## src/pbs_pkg.sv

```systemverilog
// Package for the packed bitmap pixel store: sizes, codes and the word types
// shared by the front end, the queue, the back end and the top level.
// Depends on nothing.
`timescale 1ns / 1ps

package pbs_pkg;

  localparam int unsigned STORE_BYTES = 65536;
  localparam int unsigned MAX_DIM     = 4096;
  localparam int ADDR_W      = $clog2(STORE_BYTES);
  localparam int DIM_W       = 13;
  localparam int COORD_W     = 12;
  localparam int COLOR_W     = 24;
  localparam int CFG_IDX_W   = 4;
  localparam int CFG_DATA_W  = 13;
  localparam int WBITS_W     = DIM_W + 5;
  localparam int ROW_WORDS_W = 12;
  localparam int PROD_W      = COORD_W + ROW_WORDS_W;
  localparam int XOFF_W      = COORD_W + 2;
  localparam int SPAN_W      = PROD_W + 3;
  localparam int QUEUE_DEPTH = 2;
  localparam int QPTR_W      = $clog2(QUEUE_DEPTH);
  localparam int QCNT_W      = $clog2(QUEUE_DEPTH + 1);

  localparam logic MODE_WRITE = 1'b1;

  typedef enum logic [1:0] {
    FMT_1BPP  = 2'd0,
    FMT_4BPP  = 2'd1,
    FMT_8BPP  = 2'd2,
    FMT_24BPP = 2'd3
  } fmt_t;

  typedef enum logic [CFG_IDX_W-1:0] {
    REG_PIXEL_FORMAT = 4'd0,
    REG_IMAGE_WIDTH  = 4'd1,
    REG_IMAGE_HEIGHT = 4'd2,
    REG_TOP_DOWN     = 4'd3
  } reg_idx_t;

  typedef struct packed {
    logic               mode;
    logic [COORD_W-1:0] pixel_x;
    logic [COORD_W-1:0] pixel_y;
    logic [COLOR_W-1:0] color_value;
  } in_word_t;

  typedef struct packed {
    logic [COLOR_W-1:0] read_value;
    logic               range_error;
  } out_word_t;

  typedef struct packed {
    logic               mode;
    logic               err;
    fmt_t               fmt;
    logic [ADDR_W-1:0]  addr;
    logic [2:0]         sub;
    logic [COLOR_W-1:0] color;
  } q_entry_t;

endpackage

```

## src/pbs_front.sv

```systemverilog
// Front end of the pixel store: configuration registers, range check and
// byte address computation in two stages. Depends on pbs_pkg.
`timescale 1ns / 1ps

module pbs_front (
  input  logic                       clk,
  input  logic                       rst_n,
  input  logic                       cfg_valid,
  input  logic [pbs_pkg::CFG_IDX_W-1:0]  cfg_index,
  input  logic [pbs_pkg::CFG_DATA_W-1:0] cfg_data,
  input  logic                       in_valid,
  output logic                       in_stall,
  input  pbs_pkg::in_word_t          in_word,
  input  logic                       init_done,
  input  logic                       q_full,
  output logic                       q_push,
  output pbs_pkg::q_entry_t          q_data
);
  import pbs_pkg::*;

  fmt_t             fmt_r;
  logic [DIM_W-1:0] width_r;
  logic [DIM_W-1:0] height_r;
  logic             top_down_r;

  logic                   s1_v_r;
  logic                   s1_mode_r;
  logic                   s1_err_r;
  fmt_t                   s1_fmt_r;
  logic [COORD_W-1:0]     s1_row_r;
  logic [ROW_WORDS_W-1:0] s1_words_r;
  logic [XOFF_W-1:0]      s1_xoff_r;
  logic [2:0]             s1_sub_r;
  logic [COLOR_W-1:0]     s1_color_r;

  logic                   s2_v_r;
  logic                   s2_mode_r;
  logic                   s2_err_r;
  fmt_t                   s2_fmt_r;
  logic [PROD_W-1:0]      s2_prod_r;
  logic [XOFF_W-1:0]      s2_xoff_r;
  logic [2:0]             s2_sub_r;
  logic [COLOR_W-1:0]     s2_color_r;

  logic                   adv;
  logic                   accept;
  logic                   oob;
  logic [WBITS_W-1:0]     wbits;
  logic [ROW_WORDS_W-1:0] words;
  logic [COORD_W-1:0]     row;
  logic [XOFF_W-1:0]      xoff;
  logic [SPAN_W-1:0]      first;
  logic [SPAN_W-1:0]      last;
  logic                   past;

  always_ff @(posedge clk) begin
    if (!rst_n) begin
      fmt_r      <= FMT_8BPP;
      width_r    <= DIM_W'(1);
      height_r   <= DIM_W'(1);
      top_down_r <= 1'b0;
    end else if (cfg_valid) begin
      unique case (reg_idx_t'(cfg_index))
        REG_PIXEL_FORMAT: fmt_r      <= fmt_t'(cfg_data[1:0]);
        REG_IMAGE_WIDTH:  width_r    <= cfg_data[DIM_W-1:0];
        REG_IMAGE_HEIGHT: height_r   <= cfg_data[DIM_W-1:0];
        REG_TOP_DOWN:     top_down_r <= cfg_data[0];
        default: ;
      endcase
    end
  end

  assign adv      = !(s2_v_r && q_full);
  assign in_stall = !init_done || !adv;
  assign accept   = in_valid && !in_stall;

  always_comb begin
    unique case (fmt_r)
      FMT_1BPP: begin
        wbits = WBITS_W'(width_r);
        xoff  = XOFF_W'(in_word.pixel_x >> 3);
      end
      FMT_4BPP: begin
        wbits = WBITS_W'(width_r) << 2;
        xoff  = XOFF_W'(in_word.pixel_x >> 1);
      end
      FMT_8BPP: begin
        wbits = WBITS_W'(width_r) << 3;
        xoff  = XOFF_W'(in_word.pixel_x);
      end
      default: begin
        wbits = (WBITS_W'(width_r) << 4) + (WBITS_W'(width_r) << 3);
        xoff  = (XOFF_W'(in_word.pixel_x) << 1) + XOFF_W'(in_word.pixel_x);
      end
    endcase
    words = ROW_WORDS_W'((wbits + WBITS_W'(31)) >> 5);
    row   = top_down_r ? in_word.pixel_y
                       : COORD_W'(height_r - DIM_W'(1) - DIM_W'(in_word.pixel_y));
    oob   = (width_r == '0) || (height_r == '0) ||
            (width_r > DIM_W'(MAX_DIM)) || (height_r > DIM_W'(MAX_DIM)) ||
            (DIM_W'(in_word.pixel_x) >= width_r) ||
            (DIM_W'(in_word.pixel_y) >= height_r);
  end

  always_ff @(posedge clk) begin
    if (!rst_n) begin
      s1_v_r <= 1'b0;
      s2_v_r <= 1'b0;
    end else if (adv) begin
      s1_v_r <= accept;
      s2_v_r <= s1_v_r;
    end
  end

  always_ff @(posedge clk) begin
    if (adv) begin
      s1_mode_r  <= in_word.mode;
      s1_err_r   <= oob;
      s1_fmt_r   <= fmt_r;
      s1_row_r   <= row;
      s1_words_r <= words;
      s1_xoff_r  <= xoff;
      s1_sub_r   <= in_word.pixel_x[2:0];
      s1_color_r <= in_word.color_value;
      s2_mode_r  <= s1_mode_r;
      s2_err_r   <= s1_err_r;
      s2_fmt_r   <= s1_fmt_r;
      s2_prod_r  <= PROD_W'(s1_row_r) * PROD_W'(s1_words_r);
      s2_xoff_r  <= s1_xoff_r;
      s2_sub_r   <= s1_sub_r;
      s2_color_r <= s1_color_r;
    end
  end

  always_comb begin
    first = SPAN_W'({s2_prod_r, 2'b00}) + SPAN_W'(s2_xoff_r);
    last  = first + ((s2_fmt_r == FMT_24BPP) ? SPAN_W'(2) : SPAN_W'(0));
    past  = last >= SPAN_W'(STORE_BYTES);
    q_push       = s2_v_r && !q_full;
    q_data.mode  = s2_mode_r;
    q_data.err   = s2_err_r || past;
    q_data.fmt   = s2_fmt_r;
    q_data.addr  = first[ADDR_W-1:0];
    q_data.sub   = s2_sub_r;
    q_data.color = s2_color_r;
  end

endmodule

```

## config.mk

```make
export PLATFORM = sky130hd
export DESIGN_NAME = pbs_front
export DESIGN_NICKNAME = d
export VERILOG_FILES = /design/src/pbs_pkg.sv /design/src/pbs_front.sv
export SDC_FILE = /design/constraint.sdc
export NUM_CORES = 1
export LEC_CHECK = 0
export BUFFER_PORTS_ARGS = -buffer_cell sky130_fd_sc_hd__buf_2
export CORE_UTILIZATION = 65
export CTS_CLUSTER_DIAMETER = 120
export DETAILED_ROUTE_END_ITERATION = 10
export GPL_ROUTABILITY_DRIVEN = 1
export PLACE_DENSITY = 0.86
export SLEW_MARGIN = 20
export SYNTH_ARGS = -nofsm -noshare
export SYNTH_HDL_FRONTEND = slang
export SYNTH_SLANG_ARGS = --single-unit
```

## constraint.sdc

```tcl
create_clock -name clk -period 7.86 [get_ports clk]
set_clock_uncertainty 0.1 [all_clocks]
set_input_delay 0.786 -clock clk [delete_from_list [all_inputs] [get_ports clk]]
set_output_delay 0.786 -clock clk [all_outputs]
set_load 0.03 [all_outputs]
```

# Yosys cells after proc, flatten, opt, wreduce, memory -nomap -nowiden
# Index checks and enable logic that the tools add are counted.
# classes
eq_ne	6
magnitude_cmp	5
mul	1
add_sub_neg	7
n_reduce_logical	21
muxes	4
# op_table
operator	n
17-bit one-hot mux with 3 select lines	1
14-bit one-hot mux with 3 select lines	1
26-bit by 14-bit adder with 27-bit output	1
27-bit by 2-bit adder with 27-bit output	1
27-bit by 17-bit >= comparator with 1-bit output, second input constant	1
12-bit by 13-bit >= comparator with 1-bit output	2
13-bit > comparator, second input constant	2
13-bit logical NOT	2
12-bit by 12-bit multiplier with 24-bit output	1
17-bit by 16-bit adder with 17-bit output	1
17-bit by 5-bit adder with 17-bit output, second input constant	1
13-bit by 12-bit adder with 14-bit output	1
12-bit two-way mux	1
12-bit by 1-bit subtractor with 12-bit output, second input constant	1
12-bit subtractor	1
4-bit by 2-bit equality test with 1-bit output, second input constant	2
2-bit AND reduction	4
1-bit logical OR	7
2-bit equality test, second input constant	2
4-bit by 1-bit equality test with 1-bit output, second input constant	1
4-bit logical NOT	1
1-bit logical AND	3
1-bit logical NOT	3
2-bit by 1-bit equality test with 1-bit output, second input constant	1
other kinds (2)	2
# totals
ff_bits	169
output_inout_bits	49
in_bits	72

# Depth between registers and ports, before layout
# depth
word_depth	6
ltp_mapped	22
ltp_nobuf	21

# Worst setup path after synthesis
# No wires, ideal clock.
# synth_timing
path_type	in2out
startpoint	input port q_full
endpoint	output port in_stall
arrival_ns	4.659
slack_ns	2.315
cell_stages	2
path_buffers	0
cell_sequence	nand2_1 -> nand2_1
# synth_between
elab_chain_cells	2
# synth_rtl
item	line_no	source
from (decl)	pbs_front.sv:15	input logic q_full,
1-bit logical AND	pbs_front.sv:73	assign adv = !(s2_v_r && q_full);
1-bit logical OR	pbs_front.sv:74	assign in_stall = !init_done || !adv;
to (decl)	pbs_front.sv:12	output logic in_stall,
# No other way between the ends.

# Worst setup path after layout
# layout_timing
startpoint	register s1_row_r[2]
endpoint	register s2_prod_r[22], data pin
# layout_between
elab_chain_cells	1
# layout_rtl
item	line_no	source
from (decl)	pbs_front.sv:30	logic [COORD_W-1:0] s1_row_r;
from (signal assigned)	pbs_front.sv:120	s1_row_r <= row;
12-bit by 12-bit multiplier with 24-bit output	pbs_front.sv:128	s2_prod_r <= PROD_W'(s1_row_r) * PROD_W'(s1_words_r);
to (signal assigned)	pbs_front.sv:128	
to (decl)	pbs_front.sv:40	logic [PROD_W-1:0] s2_prod_r;
# No other way between the ends.
# A chain may end at the register's enable or synchronous reset.

==> impl_metrics.ini <==
[run_status]
outcome = finished clean

[timing]
setup_violations = 0
rsz0062_at_grt = no
drv_slew = 0
tns_ns = 0
max_slew_margin = 0.311
timing.fmax_ghz = 0.173
min_period_over_period = 0.734
period_minus_slack_ns = 5.77
hold_violations = 0
worst_pin_slew_ns = 1.03

[synth]
synth_area_sq_mm = 0.0143
synth_compound_area_frac = 0.108
syn_inst = 1406
synth_adder_area_share = 0.268
synth_flop_cell = edfxtp_1
yosysUniqueCellTypes = 85
synth.yosys.seq_area_share = 0.334
yosys.area_share.xor_xnor = 0.0441
synth_top_family_by_area = adder cells
synth-edff-count = 138
muxShareOfSynthArea = 0.0294
ys_seq_elements = 169
ys_warn_count = 0
synth.avg_cell_area_sq_um = 10.2
syn-num-nets = 1722
yosys.area_share.simple = 0.152
synthArstFlopShare = 0

[floorplanning]
chipHeight_um = 150
die_area_sq_mm = 0.0226
row_count = 53
io_pins = 121
die_x_um = 150
initial_core_util = 0.671
coreArea_sq_mm = 0.0213

[critical_path]
crit_top_cell = fa_1
worstPathRequired_ns = 7.95
crit-reg2reg-launch = s1_row_r[2]$_DFFE_PN_
crit_path_start_kind = flip-flop
reg2reg_slack_ns = 2.09
crit_arrival_ns = 5.86
path_cells = and2_1 > fa_1 > ha_1 > fa_1 > inv_1 > fa_1 > fa_1 > inv_1 > ha_1 > o21ai_0 > a21boi_0 > o21ai_0 > a2111o_1 > a311oi_1 > o21a_1 > o21a_1 > o41ai_1 > xnor2_1
cp_slowest_stage_delay_ns = 0.61
cp_max_fo = 12
crit_start = s1_row_r[2]$_DFFE_PN_
critPathCaptureType = flip-flop
slowest_stage = edfxtp_1
worstSetupPathType = flip-flop to flip-flop

[layout]
diodes = 0
final_nets = 1816
final_common_cell = inv_1
final_core_util = 0.736
area_growth_syn_to_layout_pct = 9.71
final_layout_size_suffix_gt1_frac = 0.131
final_cell_mix = 187 x inv_1, 185 x nand2_1, 140 x ha_1, 138 x edfxtp_1, 120 x buf_2

[clock_tree]
cts_buffer_depth = 2
htreeDepth = 4
clk_latency_ns = 0.46
cts_tree = yes
cts_sinks = 169
clk_pin_slew_ns = 0.08
postCtsResizedCells = 0
clock-root-buffer = clkbuf_16
post_cts_buffers = 0
numCtsBuffers = 17
holdBufCountCts = 0

[pwr]
ir_drop_v = 0.000174
switching_power_mw = 1.16
leakagePower_nw = 7.11
combinationalPowerShare = 0.335
power.share.switching = 0.381
clkPwrFrac = 0.289
powerDensity_mw_per_mm2 = 195
pwr-share-seq = 0.375
p_int_mw = 1.89

[route]
drt-total-wl_mm = 31.2
detail-route-antenna-nets = 0
drtIter0Drc = 665
vias = 10500
wire_per_inst_um = 17.4
drc = 0
first_pass_iters = 6
viasPerCell = 5.88

[grt]
grt_pass1_vias = 10600
grt_pass1_wl_mm = 49.7
grt_max_degree = 88
antenna_found_initial = 0
grtUsageTotal = 0.286
grt_overflow = 0

[placement]
globalplace.congestion = 0.901
dp_hpwl_mm = 23.2
io_buffer_count = 120

[job]
drv_cap = 0

[min_path]
hp-start = s1_sub_r[0]$_DFFE_PN_
hold_class = flip-flop to flip-flop
sequential cells by signal, indices dropped and copies added, names as in the netlist:
| register | cells |
|---|---|
| s1_color_r | 24 |
| s2_color_r | 24 |
| s2_prod_r | 24 |
| s1_xoff_r | 14 |
| s2_xoff_r | 14 |
| height_r | 13 |
| width_r | 13 |
| s1_row_r | 12 |
| s1_words_r | 12 |
| s1_sub_r | 3 |
| s2_sub_r | 3 |
| fmt_r | 2 |
| s1_fmt_r | 2 |
| s2_fmt_r | 2 |
| s1_err_r | 1 |
| s1_mode_r | 1 |
| s1_v_r | 1 |
| s2_err_r | 1 |
| s2_mode_r | 1 |
| s2_v_r | 1 |
| top_down_r | 1 |
layout make-up:
cell class | count | area [sq um]
multi-input cells | 1002 | 8600
fillers | 1410 | 5610
flip-flops and latches | 169 | 4760
inverters | 187 | 702
repair buffers | 123 | 623
clock buffers | 17 | 425
well taps | 275 | 344
clock inverters | 15 | 209
critical path: cells and delay by family (launching register included):
family	cells	cell delay, ns
flip-flops	1	0.61
AO/OA/AOI/OAI	8	1.74
AND/OR/NAND/NOR	1	0.29
buffers and inverters	2	0.09
XOR/XNOR	1	0.14
adder cells (fa/ha/maj)	6	2.53
cell usage after synthesis, drive strengths merged, types with 9 or more instances:
cell type / instances / share of area
mux4: 12 / 0.019
nor3: 23 / 0.0084
o21a: 15 / 0.0084
edfxtp: 138 / 0.29
a21boi: 30 / 0.016
ha: 140 / 0.12
nand2: 186 / 0.049
xnor2: 50 / 0.031
a31oi: 10 / 0.0054
a21o: 19 / 0.011
nand4: 15 / 0.0087
dfxtp: 31 / 0.043
and2: 69 / 0.030
a21oi: 55 / 0.020
nor2b: 17 / 0.0080
inv: 187 / 0.049
nand3: 25 / 0.0091
fa: 104 / 0.15
o21ai: 39 / 0.014
xor2: 22 / 0.013
nor2: 60 / 0.016
clkbuf: 39 / 0.010
mux2i: 9 / 0.0063
through the flow:
| stage | hold WS, ns | total power [mW] | instances | area (sq um) | worst slack (ns) |
|---|---|---|---|---|---|
| after global placement | 0.300 | 2.13 | 1756 | 15000 | 2.25 |
| final | 0.316 | 3.05 | 1788 | 15700 | 2.09 |
| after global routing | 0.325 | 3.21 | 1788 | 15700 | 1.71 |
| after floorplan | 0.300 | 1.93 | 1406 | 14300 | 2.32 |
| after detailed placement | 0.305 | 2.17 | 1756 | 15000 | 2.13 |
| after CTS | 0.318 | 3.06 | 1788 | 15700 | 2.10 |
layer usage:
layer	part of all wire	track usage
met1	0.40	0.349
met2	0.52	0.508
met3	0.058	0.0497
met4	0.023	0.100
met5	0	0
worst paths after layout:
kind         cells past startpoint                       to
max                             18  s2_prod_r[22]$_DFFE_PN_
max reg2reg                     18  s2_prod_r[22]$_DFFE_PN_
min reg2reg                      0    s2_sub_r[0]$_DFFE_PN_
min                              0    s2_sub_r[0]$_DFFE_PN_
logic make-up (layout without fill, tap and decap cells):
| group | after synthesis | after routing |
|---|---|---|
| flops | 169 | 169 |
| fa+ha+maj | 244 | 244 |
| simple gates | 437 | 437 |
| compound gates | 223 | 223 |
| buf+inv | 235 | 342 |
| xor+xnor | 72 | 72 |
| mux | 26 | 26 |
power by group through the flow:
stage	sequential (mW)	clock [mW]	combinational, mW
global placement	1.16	0	0.971
floorplan	1.14	0	0.799
finish	1.15	0.882	1.02
global route	1.15	0.924	1.13
detailed placement	1.16	0	1.01
CTS	1.14	0.888	1.03
(Power assumes the default switching activity.)
