$ cat src/pbs_pkg.sv
// Package for the packed bitmap pixel store: sizes, codes and the word types
// shared by the front end, the queue, the back end and the top level.
// Depends on nothing.
`timescale 1ns / 1ps

package pbs_pkg;

  localparam int unsigned STORE_BYTES = 65536;
  localparam int unsigned MAX_DIM     = 4096;
  localparam int ADDR_W      = $clog2(STORE_BYTES);
  localparam int DIM_W       = 13;
  localparam int COORD_W     = 12;
  localparam int COLOR_W     = 24;
  localparam int CFG_IDX_W   = 4;
  localparam int CFG_DATA_W  = 13;
  localparam int WBITS_W     = DIM_W + 5;
  localparam int ROW_WORDS_W = 12;
  localparam int PROD_W      = COORD_W + ROW_WORDS_W;
  localparam int XOFF_W      = COORD_W + 2;
  localparam int SPAN_W      = PROD_W + 3;
  localparam int QUEUE_DEPTH = 2;
  localparam int QPTR_W      = $clog2(QUEUE_DEPTH);
  localparam int QCNT_W      = $clog2(QUEUE_DEPTH + 1);

  localparam logic MODE_WRITE = 1'b1;

  typedef enum logic [1:0] {
    FMT_1BPP  = 2'd0,
    FMT_4BPP  = 2'd1,
    FMT_8BPP  = 2'd2,
    FMT_24BPP = 2'd3
  } fmt_t;

  typedef enum logic [CFG_IDX_W-1:0] {
    REG_PIXEL_FORMAT = 4'd0,
    REG_IMAGE_WIDTH  = 4'd1,
    REG_IMAGE_HEIGHT = 4'd2,
    REG_TOP_DOWN     = 4'd3
  } reg_idx_t;

  typedef struct packed {
    logic               mode;
    logic [COORD_W-1:0] pixel_x;
    logic [COORD_W-1:0] pixel_y;
    logic [COLOR_W-1:0] color_value;
  } in_word_t;

  typedef struct packed {
    logic [COLOR_W-1:0] read_value;
    logic               range_error;
  } out_word_t;

  typedef struct packed {
    logic               mode;
    logic               err;
    fmt_t               fmt;
    logic [ADDR_W-1:0]  addr;
    logic [2:0]         sub;
    logic [COLOR_W-1:0] color;
  } q_entry_t;

endpackage

$ cat src/pbs_queue.sv
// Short queue of decoded pixel accesses between the front and back ends.
// Depends on pbs_pkg.
`timescale 1ns / 1ps

module pbs_queue (
  input  logic              clk,
  input  logic              rst_n,
  input  logic              push,
  input  pbs_pkg::q_entry_t push_data,
  input  logic              pop,
  output logic              full,
  output logic              empty,
  output pbs_pkg::q_entry_t head
);
  import pbs_pkg::*;

  q_entry_t          slots_r [QUEUE_DEPTH];
  logic [QPTR_W-1:0] wr_ptr_r;
  logic [QPTR_W-1:0] rd_ptr_r;
  logic [QCNT_W-1:0] count_r;
  logic              do_push;
  logic              do_pop;

  assign full    = count_r == QCNT_W'(QUEUE_DEPTH);
  assign empty   = count_r == '0;
  assign head    = slots_r[rd_ptr_r];
  assign do_push = push && !full;
  assign do_pop  = pop && !empty;

  always_ff @(posedge clk) begin
    if (!rst_n) begin
      wr_ptr_r <= '0;
      rd_ptr_r <= '0;
      count_r  <= '0;
    end else begin
      if (do_push) begin
        wr_ptr_r <= (wr_ptr_r == QPTR_W'(QUEUE_DEPTH - 1)) ? '0 : wr_ptr_r + QPTR_W'(1);
      end
      if (do_pop) begin
        rd_ptr_r <= (rd_ptr_r == QPTR_W'(QUEUE_DEPTH - 1)) ? '0 : rd_ptr_r + QPTR_W'(1);
      end
      if (do_push && !do_pop) begin
        count_r <= count_r + QCNT_W'(1);
      end else if (do_pop && !do_push) begin
        count_r <= count_r - QCNT_W'(1);
      end
    end
  end

  always_ff @(posedge clk) begin
    if (do_push) begin
      slots_r[wr_ptr_r] <= push_data;
    end
  end

endmodule

$ cat config.mk
export PLATFORM = sky130hd
export DESIGN_NAME = pbs_queue
export DESIGN_NICKNAME = d
export VERILOG_FILES = /design/src/pbs_pkg.sv /design/src/pbs_queue.sv
export SDC_FILE = /design/constraint.sdc
export NUM_CORES = 1
export LEC_CHECK = 0
export BUFFER_PORTS_ARGS = -buffer_cell sky130_fd_sc_hd__buf_2
export CORE_ASPECT_RATIO = 0.6
export CORE_UTILIZATION = 46
export DETAILED_ROUTE_END_ITERATION = 16
export PLACE_DENSITY = 0.76
export SYNTH_ARGS = -nofsm -noshare
export SYNTH_HDL_FRONTEND = slang
export SYNTH_SLANG_ARGS = --single-unit
$ cat constraint.sdc
create_clock -name clk -period 3 [get_ports clk]
set_clock_uncertainty 0.15 [all_clocks]
set_input_delay 0.6 -clock clk [delete_from_list [all_inputs] [get_ports clk]]
set_output_delay 0.6 -clock clk [all_outputs]
set_load 0.02 [all_outputs]
After elaboration in Yosys (flattened, before gate mapping). Memory sizes are Yosys's and may differ from the RTL's. A register that Yosys moved wholly into a read port is not among the register bits. Index checks and enable logic that the tools add are counted.

Register bits: 4. Bits in writable memories: 94. Input port bits: 51. Output and inout port bits: 49. Logic and storage cells: 27. Memories kept: 1.

Memory list: slots_r (words 2, bits a word 47, read ports 1, clocked after memory_dff 1, wr ports 1, line pbs_queue.sv:17) `q_entry_t slots_r [QUEUE_DEPTH];`.

Add/sub/neg operators: 4. Eq/ne operators: 1. Muxes and demuxes: 8. Reduce and logical (&&, ||, !) cells: 10.

Operators with widths (number): $mux W1 (6); $logic_and A1 B1 Y1 (4); $logic_not A1 Y1 (4); $mux W2 (2); $add A1 B1 Y1 const B (2); $add A2 B1 Y2 const B (1); $eq A2 B2 Y1 const B (1); $logic_not A2 Y1 (1); $reduce_bool A2 Y1 (1); $sub A2 B1 Y2 const B (1).

Depth between registers and ports, before layout. Gate-level depths: netlist of the first run.

Depth in word-level cells: 7. Depth in mapped cells: 7.

Worst setup path before layout of the first run. OpenSTA, ideal clock, no wires.

Path kind: input port to flip-flop. From: input port push. To: memory slots_r[0][0] (netlist name) (enable). Library setup time: 0.445 ns. Arrival: 2.544 ns. Path slack: -0.139 ns. Stages: 2. Path buffers: 0. Path through: inv_1 > nor3_2.

Cells in the longest elaborated chain, start to end: 3.

RTL lines: start: declaration (line pbs_queue.sv:8) `input logic push,`; $logic_and A1 B1 Y1 (line pbs_queue.sv:27) `assign do_push = push && !full;`; $mux W1 (line pbs_queue.sv:51) `if (do_push) begin`; $mux W1 (not written as such) (line pbs_queue.sv:52) `slots_r[wr_ptr_r] <= push_data;`; end: declaration (line pbs_queue.sv:17).

Every way passes these cells.

==> results of run 1 <==
## worst max-delay path by stage
stage / from / endpoint / slack (ns) / depth (start not counted)
CTS: flop / head[17] / 0.69 / 3
global placement: push / slots_r[0][4] / 0.99 / 4
detailed placement: push / slots_r[0][4] / 0.96 / 4
finish: flop / head[17] / 0.71 / 3
global route: flop / head[17] / 0.63 / 3
floorplan: push / slots_r[0][0] / 0.59 / 2
## cell families (layout without fill, tap and decap cells)
| group | count (synthesis) | count (layout) | share of synthesized area [%] |
|---|---|---|---|
| flops | 99 | 99 | 80.5 |
| mux | 47 | 47 | 14.6 |
| simple gates | 9 | 9 | 1.52 |
| buf+inv | 7 | 121 | 1.41 |
| compound gates | 5 | 5 | 0.896 |
| xor+xnor | 3 | 3 | 0.724 |
| fa+ha+maj | 1 | 1 | 0.345 |
## synth_stat cells
cell type / number / area (sq um)
edfxtp_1: 94 / 2820
mux2_2: 47 / 529
dfxtp_1: 5 / 100
and2_1: 3 / 18.8
buf_6: 3 / 33.8
buf_2: 2 / 10.0
nor2_1: 2 / 7.51
xnor2_1: 2 / 17.5
a21boi_0: 1 / 7.51
a21boi_1: 1 / 7.51
and3_1: 1 / 6.26
ha_1: 1 / 12.5
inv_1: 1 / 3.75
inv_2: 1 / 3.75
nand2b_1: 1 / 6.26
nor3_2: 1 / 10.0
o21a_1: 1 / 7.51
o21ai_0: 1 / 5.00
o21ai_1: 1 / 5.00
or3_1: 1 / 6.26
xor2_1: 1 / 8.76
## area by class of cell
cell class	count	share of cell area [%]
clock buffer	14	6.03
clock inverter	2	0.193
inverter	2	0.165
multi-input combinational	65	14.6
sequential	99	64.3
tap	104	2.86
timing repair buffer	103	11.8
## worst reg2reg max path, stage by stage (launching register included)
cell      delay [ns]
dfxtp_1         0.42
nand2b_1        0.18
and3_2          0.57
buf_12          0.26
## where the power goes
group	internal, mW	leakage [nW]	switching [mW]
sequential	1.74	0.919	0.0544
combinational	0.456	0.647	0.668
clock	0.625	0.140	0.429
total	2.82	1.71	1.15
## metrics by stage
| step | cells | util (%) |
|---|---|---|
| after CTS | 389 | 61.0 |
| after detailed placement | 373 | 57.2 |
| final | 389 | 61.0 |
| after global placement | 373 | 57.2 |
| after floorplan | 171 | - |
| after global routing | 389 | 61.0 |
## registers in the layout, summed over array words and instances (netlist names), named ones only
register / cells
wr_ptr_r: 1
rd_ptr_r: 1
slots_r: 94
count_r: 2
## per-layer routing
metal  part of all wire (%)  wire length [microns]  track usage (%)
met3                     12                    682             9.34
met5                      0                      0                0
met4                    1.7                    102             7.17
met2                     43                   2540             23.6
met1                     43                   2550             17.5
## cell usage in the layout (no fill, tap or decap), types with 2 or more instances in the layout
cell / synthesis / layout
nor2_1: 2 / 2
clkbuf_1: 0 / 2
edfxtp_1: 94 / 94
buf_4: 0 / 3
buf_2: 2 / 99
and2_1: 3 / 3
dfxtp_1: 5 / 4
clkbuf_8: 0 / 3
xnor2_1: 2 / 2
mux2_2: 47 / 47
clkbuf_16: 0 / 9
==> results.py, run 1 <==
metrics = {
    "outcome": {
        "status": "finished clean",
    },
    "synthesis": {
        "synth_nets": 223,
        "yosysWarnings": 0,
        "syn_area_sq_um": 3630,
        "yosysUniqueCellTypes": 21,
        "yosysSeqAreaShare_pct": 80.5,
        "avgSynthCellArea_sq_um": 21.2,
        "synthesis.instances": 171,
        "ys_ff_latch": 99,
    },
    "global_routing": {
        "grt_overflow": 0,
        "antenna_found_initial": 0,
        "grt_max_degree": 49,
        "first_global_vias": 1916,
        "grt_pass1_wl_microns": 8870,
        "grt_util_all_layers_pct": 15.5,
    },
    "finish": {
        "multi_input_comb_area_sq_um": 663,
        "final_area_sq_um": 4550,
        "fin_nets": 332,
        "syn_to_final_growth_pct": 25.2,
        "fillers": 560,
        "drive_gt1_share_pct": 58.6,
        "antenna_cells": 0,
        "regArea_sq_um": 2920,
    },
    "clocking": {
        "postCtsSetupRepairBufs": 0,
        "ctsHoldBuffers": 0,
        "clk_path_buf_depth": 2,
        "clk_latency_ns": 0.34,
        "cts-root-buf": "clkbuf_16",
        "htreeDepth": 3,
        "cts.repair.resized": 0,
        "cts_buffers": 9,
        "clk_pin_slew_worst_paths_ns": 0.06,
        "cts.sinks": 99,
        "cts_tree": "built",
    },
    "sta": {
        "finalHoldViolations": 0,
        "grt_setup_unrepaired": "no",
        "clock.fmax_mhz": 436,
        "fin_ws_ns": 0.708,
        "hold_slack_ns": 0.299,
        "fin_crit_sh_pct": 76.4,
        "maxSlewViolCount": 0,
        "worstMarginPinSlew_ns": 0.642,
        "setup_viol": 0,
        "finalCriticalPeriod_ns": 2.29,
        "tns_ns": 0,
        "slew_headroom_pct": 57.2,
    },
    "worst_setup_path": {
        "reg2reg_slack_ns": 1.11,
        "r2r-end": "slots_r[1][44]",
        "cp.buffers_inverters": 2,
        "reg2reg_from": "count_r[0]",
        "crit_arrival_ns": 1.54,
        "crit_required_ns": 2.25,
        "critPathLaunchType": "flop",
        "crit_fanout": 25,
        "r2r_cells": 3,
        "cp_top_family": "buffers and inverters",
        "critical_path_class": "flop to primary output",
        "path_cells": "buf_4 > mux2_2 > buf_2",
        "cp_slowest_stage_delay_ns": 0.39,
        "endpoint_kind": "primary output",
        "crit_path_top_delay_cell": "mux2_2",
    },
    "floorplanning": {
        "die_h_microns": 70.8,
        "std_cell_rows": 24,
        "core_area_sq_um": 7450,
        "ios": 100,
        "start_util_pct": 48.7,
        "die_w_microns": 117,
        "dieArea_sq_um": 8260,
    },
    "min_path": {
        "whs_endpoint": "slots_r[0][24]",
        "hp-class": "primary input to flop",
        "hold_depth": 1,
        "min_from": "push_data[24]",
    },
    "placement": {
        "pre_cts_ws_ns": 0.965,
        "dpl.hpwl_microns": 3780,
        "dpl_cell_area_sq_um": 4260,
        "place.gp.congestion": 0.662,
        "io_buffers": 99,
    },
    "routing": {
        "antenna_left": 0,
        "vias_per_cell": 4.76,
        "dr.pass1.iters": 5,
        "wl_per_cell_microns": 15.1,
        "drt-total-wl_microns": 5880,
        "drc": 0,
        "drt-initial-drc-count": 77,
        "via_count": 1851,
    },
    "power": {
        "report.power.total_mw": 3.97,
        "worst_ir_drop_vdd_v": 0.000441,
        "leakagePower_nw": 1.71,
        "power_density_nw_per_um2": 874,
    },
    "flow_run": {
        "max_cap_viol_count": 0,
    },
}
No activity file was read; power rests on OpenSTA's default activity.
==> run 2, diff against run 1 <==
- clock period: 3 -> 2 ns (I/O delays scaled with it)
==> run 2 against run 1 <==
  * Via count up 2.4%
  * Count of clock-buffer cells in the layout is 3 lower
  * Critical path depth unchanged
  * Flip-flop and latch count stayed put
  * Register-to-register slack lost 0.80 ns
  * Critical path type unchanged
  * Largest power group unchanged
  * Highest routed layer unchanged
==> results.py, run 2 (synthesis gave the netlist of run 1 again) <==
metrics = {
    "power": {
        "seq_power_share_pct": 42.6,
        "power_density_nw_per_um2": 1360,
        "leakagePower_nw": 1.77,
        "p_clk_share_pct": 27.7,
        "worst_ir_drop_vdd_v": 0.000736,
        "p_int_mw": 4.56,
        "power.switching_mw": 1.82,
        "combPwrFrac_pct": 29.7,
        "swShare_pct": 28.6,
    },
    "routing": {
        "drt-initial-drc-count": 75,
        "wl_per_cell_microns": 16.4,
        "drc": 0,
        "antenna_left": 0,
        "via_count": 1895,
        "dr.pass1.iters": 4,
        "drt-total-wl_microns": 6430,
        "vias_per_cell": 4.85,
    },
    "clocking": {
        "cts-root-buf": "clkbuf_16",
        "clk_latency_ns": 0.33,
        "htreeDepth": 3,
        "cts_tree": "built",
        "ctsHoldBuffers": 0,
        "cts.sinks": 99,
        "clk_path_buf_depth": 2,
        "postCtsSetupRepairBufs": 0,
        "cts_buffers": 9,
        "clk_pin_slew_worst_paths_ns": 0.06,
    },
    "worst_setup_path": {
        "path_cells": "buf_12 > mux2_2 > buf_2",
        "critical_path_class": "flop to primary output",
        "crit_arrival_ns": 1.43,
        "endpoint_kind": "primary output",
        "crit_required_ns": 1.45,
        "crit_path_top_delay_cell": "dfxtp_4",
        "reg2reg_slack_ns": 0.31,
        "critPathLaunchType": "flop",
        "cp_slowest_stage_delay_ns": 0.39,
        "crit_fanout": 20,
    },
    "finish": {
        "antenna_cells": 0,
        "fin_nets": 334,
        "drive_gt1_share_pct": 59.6,
        "regMostFlops": "slots_r",
        "largest_register_ffs": 94,
        "final_cell_mix": "edfxtp_1 (94), buf_2 (86), mux2_2 (43)",
        "top_regs": "slots_r: 94 flops, count_r: 2 flops",
        "layout_commonest_cell": "edfxtp_1",
        "final_area_sq_um": 4710,
        "syn_to_final_growth_pct": 29.7,
    },
    "sta": {
        "slew_headroom_pct": 79.1,
        "fin_crit_sh_pct": 98.9,
        "finalCriticalPeriod_ns": 1.98,
        "finalHoldViolations": 0,
        "setup_viol": 0,
        "worstMarginPinSlew_ns": 0.314,
        "grt_setup_unrepaired": "yes",
        "maxSlewViolCount": 0,
        "hold_slack_ns": 0.0993,
        "clock.fmax_mhz": 505,
    },
    "placement": {
        "dpl_cell_area_sq_um": 4320,
        "io_buffers": 99,
        "place.gp.congestion": 0.674,
        "dpl.hpwl_microns": 4140,
    },
    "global_routing": {
        "grt_overflow": 0,
        "grt_max_degree": 48,
        "antenna_found_initial": 0,
        "first_global_vias": 2027,
        "grt_util_all_layers_pct": 16.5,
        "grt_pass1_wl_microns": 9690,
    },
    "min_path": {
        "hp-class": "primary input to flop",
    },
    "floorplanning": {
        "core_area_sq_um": 7450,
        "dieArea_sq_um": 8260,
        "std_cell_rows": 24,
        "die_h_microns": 70.8,
        "die_w_microns": 117,
        "ios": 100,
        "start_util_pct": 48.7,
    },
    "flow_run": {
        "max_cap_viol_count": 0,
    },
    "outcome": {
        "status": "finished clean",
    },
}
## run 2: final timing paths
path | startpoint | endpoint | depth (start not counted)
worst min-delay path | push_data[45] | slots_r[1][45] | 1
worst min register to register | count_r[1] | count_r[1] | 2
worst max-delay path | flop | head[37] | 3
worst max register to register | count_r[1] | count_r[1] | 6
## run 2: stage by stage
step / setup TNS, ns / total power [mW] / std cells / utilization [%] / setup slack [ns]
after floorplan: -14.78 / 3.96 / 171 / - / -0.310
after global placement: 0 / 4.50 / 374 / 58.0 / 0.324
after detailed placement: 0 / 4.56 / 374 / 58.0 / 0.258
after CTS: 0 / 6.33 / 390 / 62.2 / 0.00154
after global routing: -0.417 / 6.66 / 391 / 63.2 / -0.0264
final: 0 / 6.38 / 391 / 63.2 / 0.0217
## run 2: final cells by class
type | count | area, sq um
sequential | 99 | 2930
fill | 568 | 2740
tap | 104 | 130
clock buffer | 11 | 233
clock inverter | 5 | 77.6
multi-input combinational | 65 | 686
inverter | 2 | 10.0
timing repair buffer | 105 | 644
## run 2: power by group through the flow
stage | clock network (mW) | registers, mW | logic, mW
after global placement | 0 | 2.73 | 1.77
after CTS | 1.80 | 2.71 | 1.82
after global routing | 1.87 | 2.75 | 2.04
final | 1.77 | 2.72 | 1.90
after detailed placement | 0 | 2.75 | 1.80
after floorplan | 0 | 2.72 | 1.24
## run 2: critical path: cells and delay by family (launching register included)
family | cells | cell delay, ns
buffers and inverters | 2 | 0.33
multiplexers | 1 | 0.36
flip-flops | 1 | 0.39
## run 2: what timing repair did
action                     CTS  global route
cloned                       0             1
gates resized for setup      2            17
setup endpoints to repair   20            26
## run 2: per-layer routing
| metal | vias to the layer above | share of wire (%) | GRT usage, % |
|---|---|---|---|
| met4 | 0 | 1.0 | 5.91 |
| met3 | 7 | 8.9 | 7.63 |
| met1 | 925 | 43 | 18.7 |
| met2 | 75 | 47 | 27.6 |
| met5 | - | 0 | 0 |
| li1 | 888 | - | - |
==> run 3, diff against run 2 <==
- RECOVER_POWER: not set -> 50
==> run 3 against run 2 <==
  * First-iteration DRC count up 4.0%
  * Flip-flop and latch count unchanged
  * Clock power about the same
  * Register-to-register slack worse by 0.17 ns
  * Sequential share of layout area up 0.65 points
  * Core utilization down 0.66 points
  * Via count down 0.11%
  * Maximum frequency about the same
  * Largest power group unchanged
==> results.py, run 3 (synthesis gave the netlist of run 1 again) <==
metrics = {
    "sta": {
        "grt_setup_unrepaired": "yes",
        "fin_crit_sh_pct": 98.9,
        "slew_headroom_pct": 56.2,
        "worstMarginPinSlew_ns": 0.657,
        "fin_ws_ns": 0.0215,
        "finalHoldViolations": 0,
        "clock.fmax_mhz": 505,
        "finalCriticalPeriod_ns": 1.98,
        "setup_viol": 0,
        "maxSlewViolCount": 0,
        "hold_slack_ns": 0.0997,
    },
    "outcome": {
        "status": "finished clean",
    },
    "min_path": {
        "hp-class": "primary input to flop",
        "hold_depth": 1,
    },
    "clocking": {
        "postCtsSetupRepairBufs": 0,
        "htreeDepth": 3,
        "clk_latency_ns": 0.33,
        "cts-root-buf": "clkbuf_16",
        "clk_pin_slew_worst_paths_ns": 0.06,
        "cts_buffers": 9,
        "clk_path_buf_depth": 2,
        "cts.sinks": 99,
        "cts_tree": "built",
    },
    "routing": {
        "drc": 0,
        "highest_layer": "met4",
        "wl_per_cell_microns": 16.4,
        "drt-initial-drc-count": 78,
        "via_count": 1893,
        "vias_per_cell": 4.84,
        "wl_met3_microns": 569,
        "antenna_left": 0,
        "dr.pass1.iters": 4,
        "wl_met2_microns": 3000,
        "drt-total-wl_microns": 6420,
        "wl_met1_microns": 2790,
    },
    "worst_setup_path": {
        "critical_path_class": "flop to primary output",
        "crit_end": "head[37]",
        "cp.buffers_inverters": 2,
        "cp_top_family": "flip-flops",
        "endpoint_kind": "primary output",
        "crit_cells": 3,
        "cp_slowest_stage_delay_ns": 0.39,
        "crit_fanout": 20,
        "critPathLaunchType": "flop",
        "crit_required_ns": 1.45,
        "path_cells": "buf_12 > mux2_2 > buf_2",
        "reg2reg_slack_ns": 0.14,
        "r2r_cells": 4,
        "crit_path_top_delay_cell": "dfxtp_4",
        "reg2reg_from": "count_r[0]",
        "r2r-end": "slots_r[0][9]",
        "crit_arrival_ns": 1.43,
    },
    "placement": {
        "place.gp.congestion": 0.674,
        "pre_cts_ws_ns": 0.258,
        "placed_cells": 374,
        "io_buffers": 99,
        "dpl.hpwl_microns": 4140,
    },
    "finish": {
        "regMostFlops": "slots_r",
        "antenna_cells": 0,
        "drive_gt1_share_pct": 51.9,
        "fin_nets": 334,
        "regArea_sq_um": 2930,
        "syn_to_final_growth_pct": 28.4,
        "final_cell_mix": "edfxtp_1 (94), buf_2 (64), mux2_2 (43)",
        "top_regs": "slots_r: 94 flops, count_r: 2 flops",
        "fillers": 586,
        "multi_input_comb_area_sq_um": 679,
        "largest_register_ffs": 94,
        "final_cells": 391,
        "layout_commonest_cell": "edfxtp_1",
    },
    "floorplanning": {
        "ios": 100,
        "std_cell_rows": 24,
        "die_w_microns": 117,
        "dieArea_sq_um": 8260,
        "core_area_sq_um": 7450,
        "die_h_microns": 70.8,
        "start_util_pct": 48.7,
    },
    "power": {
        "seq_power_share_pct": 42.8,
        "p_clk_share_pct": 27.9,
        "power.switching_mw": 1.82,
        "leakagePower_nw": 1.71,
        "power_density_nw_per_um2": 1360,
        "combPwrFrac_pct": 29.3,
        "swShare_pct": 28.6,
        "worst_ir_drop_vdd_v": 0.000736,
        "p_int_mw": 4.53,
    },
    "flow_run": {
        "max_cap_viol_count": 0,
    },
    "global_routing": {
        "first_global_vias": 2027,
        "antenna_found_initial": 0,
        "grt_max_degree": 48,
        "grt_util_all_layers_pct": 16.5,
        "grt_pass1_wl_microns": 9690,
        "grt_overflow": 0,
    },
}
-- run 3: layer usage --
metal,vias to the layer above,GRT usage [%]
met5,-,0
met4,0,5.91
met3,7,7.63
met2,79,27.6
met1,919,18.7
li1,888,-
-- run 3: power groups by stage --
stage / Sequential, mW / Combinational [mW] / Clock, mW
floorplan: 2.72 / 1.24 / 0
global placement: 2.73 / 1.77 / 0
detailed placement: 2.75 / 1.80 / 0
CTS: 2.71 / 1.82 / 1.80
global route: 2.75 / 2.00 / 1.87
finish: 2.72 / 1.86 / 1.77
-- run 3: metrics by stage --
stage          util [%]  TNS, ns  cell area (sq um)  power (mW)
2_1_floorplan         -   -14.78               3650        3.96
3_3_place_gp       58.0        0               4320        4.50
3_5_place_dp       58.0        0               4320        4.56
4_1_cts            62.2        0               4640        6.33
5_1_grt            62.6   -0.417               4660        6.62
6_report           62.6        0               4660        6.35
-- run 3: worst min path at each step --
stage	from	end	slack [ns]
after floorplan	push_data[0]	slots_r[0][0]	0.35
after global placement	count_r[1]	count_r[1]	0.39
after detailed placement	count_r[1]	count_r[1]	0.42
after CTS	push_data[34]	slots_r[0][34]	0.09
after global routing	push_data[34]	slots_r[0][34]	0.09
final	push_data[45]	slots_r[1][45]	0.1
-- run 3: area by class of cell --
class	count	share of cell area [%]
multi-input cells	65	14.6
clock buffers	11	4.99
flip-flops and latches	99	62.8
repair buffers	105	12.9
inverters	2	0.215
well taps	104	2.79
clock inverters	5	1.66
-- run 3: timing repair --
item / CTS / global route
gates resized for setup: 2 / 17
endpoints found under the hold margin: 0 / 0
gates cloned: 0 / 1
hold buffers: 0 / 0
setup endpoints to repair: 20 / 26
